==> src/rtl/msa_tensor_cell_score_macros.svh <==
// ---------------------------------------------------------------------------
// msa_tensor_cell_score_macros.svh
// Assertion shorthands for the tensor cell scorer. Each expands to a labeled
// concurrent assertion clocked on clk and disabled while rst_n is low.
// ---------------------------------------------------------------------------
`ifndef MSA_TENSOR_CELL_SCORE_MACROS_SVH
`define MSA_TENSOR_CELL_SCORE_MACROS_SVH

// Same-cycle implication
`define MSA_ASSERT_NOW(lbl, ante, cons, msg) \
  lbl: assert property (@(posedge clk) disable iff (!rst_n) (ante) |-> (cons)) \
    else $error(msg);

// Next-cycle implication
`define MSA_ASSERT_NEXT(lbl, ante, cons, msg) \
  lbl: assert property (@(posedge clk) disable iff (!rst_n) (ante) |=> (cons)) \
    else $error(msg);

`endif

==> src/rtl/msa_pkg.sv <==
// ---------------------------------------------------------------------------
// msa_pkg
// Shared types and constants of the tensor cell scorer: word layouts of the
// item and result channels, register indexes and reset values.
// ---------------------------------------------------------------------------
package msa_pkg;

  // Number of sequences (tensor dimensions) by default
  localparam int unsigned DIMS_DEF = 3;

  // Neighbor lanes: one per nonempty subset of three dimensions
  localparam int unsigned NUM_LANES = 7;

  // Candidate width: 16-bit score plus up to three pair or gap terms of 8 bits
  localparam int unsigned CAND_W = 18;

  // Configuration register indexes
  localparam int unsigned CFG_IDX_W = 3;
  localparam logic [CFG_IDX_W-1:0] REG_MATCH    = 3'd0;
  localparam logic [CFG_IDX_W-1:0] REG_MISMATCH = 3'd1;
  localparam logic [CFG_IDX_W-1:0] REG_GAP      = 3'd2;
  localparam logic [CFG_IDX_W-1:0] REG_GAP_CODE = 3'd3;
  localparam logic [CFG_IDX_W-1:0] REG_LOCAL    = 3'd4;

  // Register reset values
  localparam logic signed [7:0] MATCH_RST    = 8'sd3;
  localparam logic signed [7:0] MISMATCH_RST = -8'sd2;
  localparam logic signed [7:0] GAP_RST      = -8'sd6;
  localparam logic        [7:0] GAP_CODE_RST = 8'd45;
  localparam logic              LOCAL_RST    = 1'b0;

  // Input word: residues at the cell and the lower neighbors' scores
  typedef struct packed {
    logic        [7:0]  residue_0;
    logic        [7:0]  residue_1;
    logic        [7:0]  residue_2;
    logic signed [15:0] nbr_score_1;
    logic signed [15:0] nbr_score_2;
    logic signed [15:0] nbr_score_3;
    logic signed [15:0] nbr_score_4;
    logic signed [15:0] nbr_score_5;
    logic signed [15:0] nbr_score_6;
    logic signed [15:0] nbr_score_7;
    logic        [6:0]  neighbor_valid;
  } in_word_t;

  // Result word
  typedef struct packed {
    logic signed [15:0] cell_score;
    logic        [6:0]  predecessor_mask;
    logic               no_neighbor;
  } out_word_t;

endpackage

==> src/rtl/msa_tensor_cell_score.sv <==
// ---------------------------------------------------------------------------
// msa_tensor_cell_score
// Scores one cell of a sum-of-pairs alignment tensor: per neighbor lane the
// pair scores of the decremented dimensions, the gap term of the others and
// the neighbor's stored score; reports the maximum and the tied lanes.
//
//   channel | direction | handshake          | word
//   --------+-----------+--------------------+-----------------------------
//   in_     | input     | in_valid/in_stall  | msa_pkg::in_word_t
//   out_    | output    | out_valid/out_stall| msa_pkg::out_word_t
//   cfg_    | input     | cfg_valid/cfg_ready| cfg_index (3b), cfg_data (8b)
//
// One word per cycle while out_stall is low; an accepted word is registered in
// the input register and then in the result register before out_valid rises.
// The input register and the result register form a two-entry
// pipeline, so a word is taken while a finished result waits downstream.
// The lane scoring and the seven-way max tree sit between the two registers.
// Synchronous active-low reset empties the pipeline and loads register
// defaults. cfg_ready is always high.
// ---------------------------------------------------------------------------
module msa_tensor_cell_score #(
  parameter int unsigned DIMS = msa_pkg::DIMS_DEF
) (
  input  logic                                clk,
  input  logic                                rst_n,
  // item channel
  input  logic                                in_valid,
  output logic                                in_stall,
  input  msa_pkg::in_word_t                   in_data,
  // result channel
  output logic                                out_valid,
  input  logic                                out_stall,
  output msa_pkg::out_word_t                  out_data,
  // configuration channel
  input  logic                                cfg_valid,
  output logic                                cfg_ready,
  input  logic [msa_pkg::CFG_IDX_W-1:0]       cfg_index,
  input  logic [7:0]                          cfg_data
);

  import msa_pkg::*;

  localparam int unsigned LANES = (1 << DIMS) - 1;
  localparam logic [NUM_LANES-1:0] LANE_MASK = NUM_LANES'((1 << LANES) - 1);
  localparam logic signed [CAND_W-1:0] CAND_MIN = {1'b1, {(CAND_W-1){1'b0}}};
  localparam logic signed [CAND_W-1:0] SAT_HI   = CAND_W'(32767);
  localparam logic signed [CAND_W-1:0] SAT_LO   = -CAND_W'(32768);

  // Configuration registers
  logic signed [7:0] match_r;
  logic signed [7:0] mismatch_r;
  logic signed [7:0] gap_r;
  logic        [7:0] gap_code_r;
  logic              local_r;

  // Pipeline registers
  logic      s1_valid_r;
  in_word_t  s1_data_r;
  logic      out_valid_r;
  out_word_t out_data_r;
  logic      s1_adv;
  logic      in_acc;

  // Datapath signals
  logic        [7:0]        res       [3];
  logic signed [7:0]        pw        [3][3];
  logic signed [15:0]       nbr       [NUM_LANES];
  logic signed [CAND_W-1:0] cand      [NUM_LANES];
  logic        [NUM_LANES-1:0] lane_on;
  logic signed [CAND_W-1:0] m_a, m_b, m_c, m_d, m_e, best;
  logic        [NUM_LANES-1:0] mask;
  logic                     any_lane;
  logic signed [CAND_W-1:0] score;
  out_word_t                result;

  function automatic logic signed [CAND_W-1:0] max2(
    input logic signed [CAND_W-1:0] a,
    input logic signed [CAND_W-1:0] b
  );
    return (a > b) ? a : b;
  endfunction

  // Configuration writes, always ready
  assign cfg_ready = 1'b1;

  always_ff @(posedge clk) begin
    if (!rst_n) begin
      match_r    <= MATCH_RST;
      mismatch_r <= MISMATCH_RST;
      gap_r      <= GAP_RST;
      gap_code_r <= GAP_CODE_RST;
      local_r    <= LOCAL_RST;
    end else if (cfg_valid && cfg_ready) begin
      case (cfg_index)
        REG_MATCH:    match_r    <= cfg_data;
        REG_MISMATCH: mismatch_r <= cfg_data;
        REG_GAP:      gap_r      <= cfg_data;
        REG_GAP_CODE: gap_code_r <= cfg_data;
        REG_LOCAL:    local_r    <= cfg_data[0];
        default: ;
      endcase
    end
  end

  // Handshake: stage 1 moves on when the result slot is empty or draining
  assign s1_adv   = !out_valid_r || !out_stall;
  assign in_stall = s1_valid_r && !s1_adv;
  assign in_acc   = in_valid && !in_stall;

  always_ff @(posedge clk) begin
    if (!rst_n) begin
      s1_valid_r  <= 1'b0;
      out_valid_r <= 1'b0;
    end else begin
      if (in_acc) begin
        s1_valid_r <= 1'b1;
      end else if (s1_adv) begin
        s1_valid_r <= 1'b0;
      end
      if (s1_adv) begin
        out_valid_r <= s1_valid_r;
      end
    end
  end

  // Payload registers
  always_ff @(posedge clk) begin
    if (in_acc) begin
      s1_data_r <= in_data;
    end
    if (s1_adv && s1_valid_r) begin
      out_data_r <= result;
    end
  end

  assign out_valid = out_valid_r;
  assign out_data  = out_data_r;

  // Unpack the registered word
  assign res[0] = s1_data_r.residue_0;
  assign res[1] = s1_data_r.residue_1;
  assign res[2] = s1_data_r.residue_2;
  assign nbr[0] = s1_data_r.nbr_score_1;
  assign nbr[1] = s1_data_r.nbr_score_2;
  assign nbr[2] = s1_data_r.nbr_score_3;
  assign nbr[3] = s1_data_r.nbr_score_4;
  assign nbr[4] = s1_data_r.nbr_score_5;
  assign nbr[5] = s1_data_r.nbr_score_6;
  assign nbr[6] = s1_data_r.nbr_score_7;

  // Pair scores; gap test wins over equality
  always_comb begin
    for (int d = 0; d < 3; d++) begin
      for (int e = 0; e < 3; e++) begin
        if (res[d] == gap_code_r || res[e] == gap_code_r) begin
          pw[d][e] = gap_r;
        end else if (res[d] == res[e]) begin
          pw[d][e] = match_r;
        end else begin
          pw[d][e] = mismatch_r;
        end
      end
    end
  end

  // Per-lane candidate: lane k decrements dimension d when bit d of k is set
  for (genvar k = 1; k <= NUM_LANES; k++) begin : g_lane
    logic signed [CAND_W-1:0] acc;

    always_comb begin
      acc = CAND_W'(nbr[k-1]);
      for (int d = 0; d < 3; d++) begin
        if (d < DIMS) begin
          if (((k >> d) & 1) != 0) begin
            for (int e = d + 1; e < 3; e++) begin
              if (e < DIMS && ((k >> e) & 1) != 0) begin
                acc = acc + CAND_W'(pw[d][e]);
              end
            end
          end else begin
            acc = acc + CAND_W'(gap_r);
          end
        end
      end
    end

    assign lane_on[k-1] = LANE_MASK[k-1] && s1_data_r.neighbor_valid[k-1];
    assign cand[k-1]    = lane_on[k-1] ? acc : CAND_MIN;
  end

  // Seven-way max tree; absent lanes sit below any real candidate
  assign m_a  = max2(cand[0], cand[1]);
  assign m_b  = max2(cand[2], cand[3]);
  assign m_c  = max2(cand[4], cand[5]);
  assign m_d  = max2(m_a, m_b);
  assign m_e  = max2(m_c, cand[6]);
  assign best = max2(m_d, m_e);

  always_comb begin
    for (int k = 0; k < NUM_LANES; k++) begin
      mask[k] = lane_on[k] && (cand[k] == best);
    end
  end

  assign any_lane = |lane_on;

  // Local clamp, then saturate to 16 bits
  always_comb begin
    score = best;
    if (local_r && score < 0) begin
      score = '0;
    end
    if (score > SAT_HI) begin
      score = SAT_HI;
    end else if (score < SAT_LO) begin
      score = SAT_LO;
    end
    if (any_lane) begin
      result.cell_score       = score[15:0];
      result.predecessor_mask = mask;
      result.no_neighbor      = 1'b0;
    end else begin
      result.cell_score       = '0;
      result.predecessor_mask = '0;
      result.no_neighbor      = 1'b1;
    end
  end

  // Checks
  `include "msa_tensor_cell_score_macros.svh"

  `MSA_ASSERT_NOW(a_empty_cell, out_valid_r && out_data_r.no_neighbor, out_data_r.cell_score == 16'sd0 && out_data_r.predecessor_mask == '0, "empty cell must score zero with no predecessor")
  `MSA_ASSERT_NOW(a_has_pred, out_valid_r && !out_data_r.no_neighbor, out_data_r.predecessor_mask != '0, "scored cell must have a predecessor")
  `MSA_ASSERT_NOW(a_lane_range, out_valid_r, (out_data_r.predecessor_mask & ~LANE_MASK) == '0, "predecessor outside the lanes of this dimension count")
  `MSA_ASSERT_NOW(a_local_pos, out_valid_r && local_r, out_data_r.cell_score >= 0, "local mode result below zero")
  `MSA_ASSERT_NEXT(a_full_hold, s1_valid_r && out_valid_r && out_stall && !in_acc, s1_valid_r && out_valid_r, "pipeline dropped a word while stalled")

endmodule
==> config.mk <==
export PLATFORM = sky130hd
export DESIGN_NAME = msa_tensor_cell_score
export DESIGN_NICKNAME = d
export VERILOG_FILES = /design/src/rtl/msa_pkg.sv /design/src/rtl/msa_tensor_cell_score.sv
export VERILOG_INCLUDE_DIRS = /design/src /design/src/rtl
export SDC_FILE = /design/constraint.sdc
export NUM_CORES = 1
export LEC_CHECK = 0
export BUFFER_PORTS_ARGS = -buffer_cell sky130_fd_sc_hd__buf_2
export CAP_MARGIN = 20
export CORE_AREA = 4 4 252 254
export CTS_BUF_LIST = sky130_fd_sc_hd__clkbuf_4 sky130_fd_sc_hd__clkbuf_8
export CTS_CLUSTER_SIZE = 14
export DETAILED_ROUTE_END_ITERATION = 6
export DIE_AREA = 0 0 256 258
export PLACE_DENSITY = 0.57
export SLEW_MARGIN = 20
export SYNTH_ARGS = -nofsm -noshare
export SYNTH_HDL_FRONTEND = slang
export SYNTH_SLANG_ARGS = --single-unit
==> constraint.sdc <==
create_clock -name clk -period 37.6 [get_ports clk]
set_input_delay 1.88 -clock clk [delete_from_list [all_inputs] [get_ports clk]]
set_output_delay 1.88 -clock clk [all_outputs]
set_load 0.05 [all_outputs]
* Word-level counts from Yosys, hierarchy flattened
Index checks and enable logic that the tools add are counted.
W data, S select, Z words.
** Storage, ports and cells
- Input port bits :: 159
- Register bits after elaboration :: 202
** Operators by class
- Equal/unequal tests :: 17
- $add $sub $neg :: 15
- Reductions and logical operators :: 28
- $lt $le $gt $ge :: 9
- Muxes and demuxes :: 25
- Bitwise gates (word level) :: 1
** Operators by type and width (count)
- $mux W18 :: 14
- $add A17 B8 Y18 :: 7
- $eq A18 B18 Y1 :: 7
- $add A16 B8 Y17 :: 7
- $gt A18 B18 Y1 :: 6
- $eq A8 B8 Y1 :: 6
- $mux W8 :: 6
- $add A18 B8 Y18 :: 1
- $gt A18 B16 Y1 const B :: 1
- $lt A18 B1 Y1 const B :: 1
- $lt A18 B16 Y1 const B :: 1
- $mux W16 :: 1
- $mux W15 :: 1
- $logic_and A1 B1 Y1 :: 11
- $reduce_and A2 Y1 :: 5
- $reduce_or A7 Y1 :: 1
- $eq A3 B2 Y1 const B :: 2
- $logic_not A1 Y1 :: 4
- $logic_or A1 B1 Y1 :: 4
- $eq A3 B1 Y1 const B :: 1
- $eq A3 B3 Y1 const B :: 1
- $logic_not A3 Y1 :: 1
- $mux W1 :: 3
- $reduce_bool A2 Y1 :: 1
- other kinds (2) :: 2

* Longest topological paths before layout
- Depth in word-level cells :: 18
- Mapped depth :: 64
- Depth with buffers taken out :: 57

* Least setup slack after synthesis
OpenSTA, ideal clock, no wires.
- Path type :: register to register
- Start point :: register gap_r[7]
- End point :: register out_data_r (netlist bit out_data[3]) (data pin)
- Data required time :: 37.424 ns
- Path buffers :: 7
- Setup slack :: 24.209 ns
- Clock period less this slack :: 13.391 ns
- Data arrival time :: 13.215 ns
- Stages on the path, launching flop included :: 55
- Cells stage by stage :: dfxtp_1 -> inv_1 -> o21ai_0 -> inv_1 -> fa_1 -> inv_1 -> ha_1 -> or2_2 -> o31a_1 -> nand3_1 -> o21ai_0 -> a31o_2 -> a211oi_1 -> o21bai_1 -> mux2i_1 -> nor2_1 -> ha_1 -> inv_1 -> [... 19 more ...] -> mux2i_1 -> inv_1 -> ha_1 -> nand4_1 -> nor3_1 -> nand4_1 -> nor2_1 -> a21oi_1 -> o21ba_2 -> a21boi_2 -> o21ai_2 -> nand2_2 -> buf_8 -> mux2i_2 -> xnor2_1 -> nand3_1 -> or4_1 -> nor4_1
** Between the ends
- Cells in the longest elaborated chain, start to end :: 12
** Ends and longest elaborated chain
- from (decl) :: RTL line msa_tensor_cell_score.sv:52 : logic signed [7:0] gap_r;
- from (signal assigned) :: RTL line msa_tensor_cell_score.sv:97 : REG_GAP: gap_r <= cfg_data;
- $mux W8 :: RTL line msa_tensor_cell_score.sv:155 : if (res[d] == gap_code_r || res[e] == gap_code_r) begin
- $add A16 B8 Y17 :: RTL line msa_tensor_cell_score.sv:177 : acc = acc + CAND_W'(pw[d][e]);
- $add A17 B8 Y18 :: RTL line msa_tensor_cell_score.sv:181 : acc = acc + CAND_W'(gap_r);
- $mux W18 :: RTL line msa_tensor_cell_score.sv:188 : assign cand[k-1] = lane_on[k-1] ? acc : CAND_MIN;
- $gt A18 B18 Y1 :: RTL line msa_tensor_cell_score.sv:80 : return (a > b) ? a : b;
- $mux W18 :: RTL line msa_tensor_cell_score.sv:80
- $gt A18 B18 Y1 :: RTL line msa_tensor_cell_score.sv:80
- $mux W18 :: RTL line msa_tensor_cell_score.sv:80
- $gt A18 B18 Y1 :: RTL line msa_tensor_cell_score.sv:80
- $mux W18 :: RTL line msa_tensor_cell_score.sv:80
- $eq A18 B18 Y1 (*) :: RTL line msa_tensor_cell_score.sv:201 : mask[k] = lane_on[k] && (cand[k] == best);
- $logic_and A1 B1 Y1 (*) :: RTL line msa_tensor_cell_score.sv:201
- to (signal assigned) :: RTL line msa_tensor_cell_score.sv:132 : out_data_r <= result;
- to (decl) :: RTL line msa_tensor_cell_score.sv:60 : out_word_t out_data_r;
Mark *: on every way between the ends. The rest lies on a longest branch, timed or not.
A chain may end at the register's enable or synchronous reset.

* Worst setup path in the final report
- Start point :: register s1_data_r (netlist bit res[16])
- End point :: register out_data_r (netlist bit out_data[4]) (data pin)
** Between the ends
- Cells in the longest elaborated chain, start to end :: 14
** Ends and longest elaborated chain
- from (decl) :: RTL line msa_tensor_cell_score.sv:58 : in_word_t s1_data_r;
- from (signal assigned) :: RTL line msa_tensor_cell_score.sv:129 : s1_data_r <= in_data;
- $eq A8 B8 Y1, on equally long branches
- $mux W8 / $logic_or A1 B1 Y1 (equally long branches)
- $mux W8 :: RTL line msa_tensor_cell_score.sv:155
- $add A16 B8 Y17 :: RTL line msa_tensor_cell_score.sv:177
- $add A17 B8 Y18 :: RTL line msa_tensor_cell_score.sv:181
- $mux W18 :: RTL line msa_tensor_cell_score.sv:188
- $gt A18 B18 Y1 :: RTL line msa_tensor_cell_score.sv:80
- $mux W18 :: RTL line msa_tensor_cell_score.sv:80
- $gt A18 B18 Y1 :: RTL line msa_tensor_cell_score.sv:80
- $mux W18 :: RTL line msa_tensor_cell_score.sv:80
- $gt A18 B18 Y1 :: RTL line msa_tensor_cell_score.sv:80
- $mux W18 (*) :: RTL line msa_tensor_cell_score.sv:80
- $eq A18 B18 Y1 (*) :: RTL line msa_tensor_cell_score.sv:201
- $logic_and A1 B1 Y1 (*) :: RTL line msa_tensor_cell_score.sv:201
Marked as above.

==> flow_summary.yaml <==
status:
  status: "finished, final reports clean"
hold_path:
  hp-class: "reg2reg"
  hp-start: "mismatch_r[5]$_SDFFE_PN1P_"
critical_path:
  cp-end-kind: "flop"
  reg2reg_from: "res[16]$_DFFE_PP_"
  cp_common_cell: "nand4_1"
  cp-startpoint: "res[16]$_DFFE_PP_"
  crit_fanout: 29
  required_ns: 38.00
  worstSetupPathType: "reg2reg"
  cpLargestDelayFamily: "compound AO/OA/AOI/OAI gates"
  cp_data_arrival_time_ns: 16.96
  max_stage_delay_ns: 0.78
  critPathSlowestCell: "mux2i_2"
  worst-path-buf-inv: 5
  cp-start-kind: "flop"
timing:
  final_hold_viol_count: 0
  drv_slew: 0
  max_freq_mhz: 60.4
  rsz0062_at_grt: "false"
  fin_skew_ns: 0.0335
  fin_crit_sh: 0.441
  relSlewSlack: 0.265
  min_period_ns: 16.57
  worst_pin_slew_ns: 1.10
  finalSetupTns_ns: 0
  final-setup-viol-count: 0
routing:
  drt_iter0_drc: 1647
  viasPerCell: 5.54
  vias: 18877
  dr.pass1.iters: 6
  wl_per_cell_um: 23.6
  ant_nets: 0
  drc_errors: 0
  wl_um: 80300
logic_synthesis:
  ys_top_cells_by_count: "inv_1, nand2_1, ha_1"
  synth-edff-count: 167
  yosysMostFrequentCell: "inv_1"
  ys_seq_area_frac: 0.269
  syn-num-nets: 2844
  synth.top_cell.area_share: 0.236
  ys_ff_latch: 202
  ys_warn_count: 0
  ys_types: 104
  synthesis.area_um2: 21300
  netlist_instances: 2391
  async_flop_share: 0
  avgSynthCellArea_um2: 8.89
  synth-main-ff-cell: "edfxtp_1"
  synthTopCellsByArea: "edfxtp_1, ha_1, fa_1"
  yosys.area.top_type: "edfxtp_1"
clock_network:
  cts_setup_buffers: 0
  cts_tree: "built"
  clkSinkCount: 202
  htreeDepth: 2
  clockBufferDepth: 3
  clkTransAtPathRegs_ns: 0.08
  holdBufCountCts: 0
  clock-root-buffer: "clkbuf_8"
  clock_latency_ns: 0.62
  cts_made_buffers: 41
  cts_resized: 0
placement:
  hpwl_um: 64600
  portBuffers: 184
  place_congestion: 1.01
  placed_cell_area_um2: 23100
grt:
  grt_max_degree: 62
  grt_pass1_wl_um: 119000
  antenna_found_initial: 3
  grtUsageTotal: 0.235
  overflow: 0
  grt_pass1_vias: 18903
cells_and_area:
  fillers: 6222
  area_growth_pct: 13.2
  drive_above_1_share: 0.144
  final_nets: 3040
  final_area_um2: 24100
  multi_input_area_um2: 14300
  regArea_um2: 5720
floorplanning:
  io_pins: 186
  dieArea_um2: 66000
  fp.dieW_um: 256
  rows: 91
  start_util: 0.347
  core_area_um2: 61300
  die-height_um: 258
run:
  maxCapViolCount: 0
==> per-stage QoR <==
step | hold WS (ns) | utilization | setup slack [ns] | cells
6_report | 0.497 | 0.393 | 21.03 | 3408
2_1_floorplan | 0.459 | - | 24.21 | 2391
5_1_grt | 0.525 | 0.393 | 20.33 | 3408
3_5_place_dp | 0.490 | 0.378 | 21.21 | 3334
3_3_place_gp | 0.480 | 0.378 | 21.43 | 3334
4_1_cts | 0.501 | 0.393 | 21.17 | 3407
==> worst reg2reg max path, delay by kind of cell (launching register included) <==
| family | cells | cell delay (ns) |
|---|---|---|
| AO/OA/AOI/OAI | 21 | 5.90 |
| AND/OR/NAND/NOR | 17 | 5.36 |
| multiplexers | 3 | 1.87 |
| adder cells (fa/ha/maj) | 5 | 1.73 |
| buffers and inverters | 5 | 0.70 |
| flip-flops | 1 | 0.44 |
| XOR/XNOR | 2 | 0.36 |
==> path summary, 6_finish.rpt <==
check / end / slack (ns) / depth (start not counted)
setup / recovery: out_data[4]$_SDFFCE_PP0P_ / 21.03 / 53
hold / removal: mismatch_r[5]$_SDFFE_PN1P_ / 0.50 / 2
setup reg to reg: out_data[4]$_SDFFCE_PP0P_ / 21.03 / 53
hold reg to reg: mismatch_r[5]$_SDFFE_PN1P_ / 0.50 / 2
==> metal layers <==
layer	vias up	track usage	wire length (um)
met5	-	0	13
met4	2	0.0803	3010
met3	166	0.0442	6020
met2	762	0.396	37300
met1	9029	0.304	34000
li1	8918	-	-
==> cells in the final DEF (no fill, tap or decap), types with 21 or more instances in the layout <==
master,n
o21a_1,31
xor2_1,61
o21ai_0,134
fa_1,78
nor4_1,21
clkbuf_8,43
edfxtp_1,167
nand2_1,261
inv_1,267
nand2b_1,23
dfxtp_1,35
nand3_1,63
xnor2_1,166
buf_2,184
nand4_1,40
a21o_1,49
a31oi_1,23
a211oi_1,24
mux2i_1,41
nor2_1,108
ha_1,216
buf_4,31
nor3_1,43
a21oi_1,128
nor2b_1,30
mux2_2,37
==> final cells by class <==
| class | count | share of cell area |
|---|---|---|
| diodes | 1 | 0.000104 |
| clock buffers | 55 | 0.0283 |
| clock inverters | 18 | 0.00910 |
| inverters | 272 | 0.0424 |
| multi-input cells | 1855 | 0.593 |
| flip-flops and latches | 202 | 0.238 |
| well taps | 790 | 0.0411 |
| repair buffers | 215 | 0.0480 |
==> state kept, by name, summed over array words and instances (netlist names) <==
| signal | flops |
|---|---|
| lane_on | 7 |
| mismatch_r | 8 |
| gap_r | 8 |
| gap_code_r | 8 |
| out_valid | 1 |
| local_r | 1 |
| match_r | 8 |
| out_data | 24 |
| s1_valid_r | 1 |
| res | 24 |
| nbr | 112 |
==> cells by family after synthesis <==
family	Yosys count	share of synthesized area
adders and majority gates	294	0.201
buffers and inverters	334	0.0612
xor gates and xnor gates	227	0.0935
muxes	82	0.0418
and+or+nand+nor	686	0.155
DFF	202	0.269
other	1	0.000176
AOI/OAI and AO/OA	565	0.178
Power is left out: the tool's default activity adds up to more than one toggle a clock period on the data nets, which glitch-free logic cannot reach.
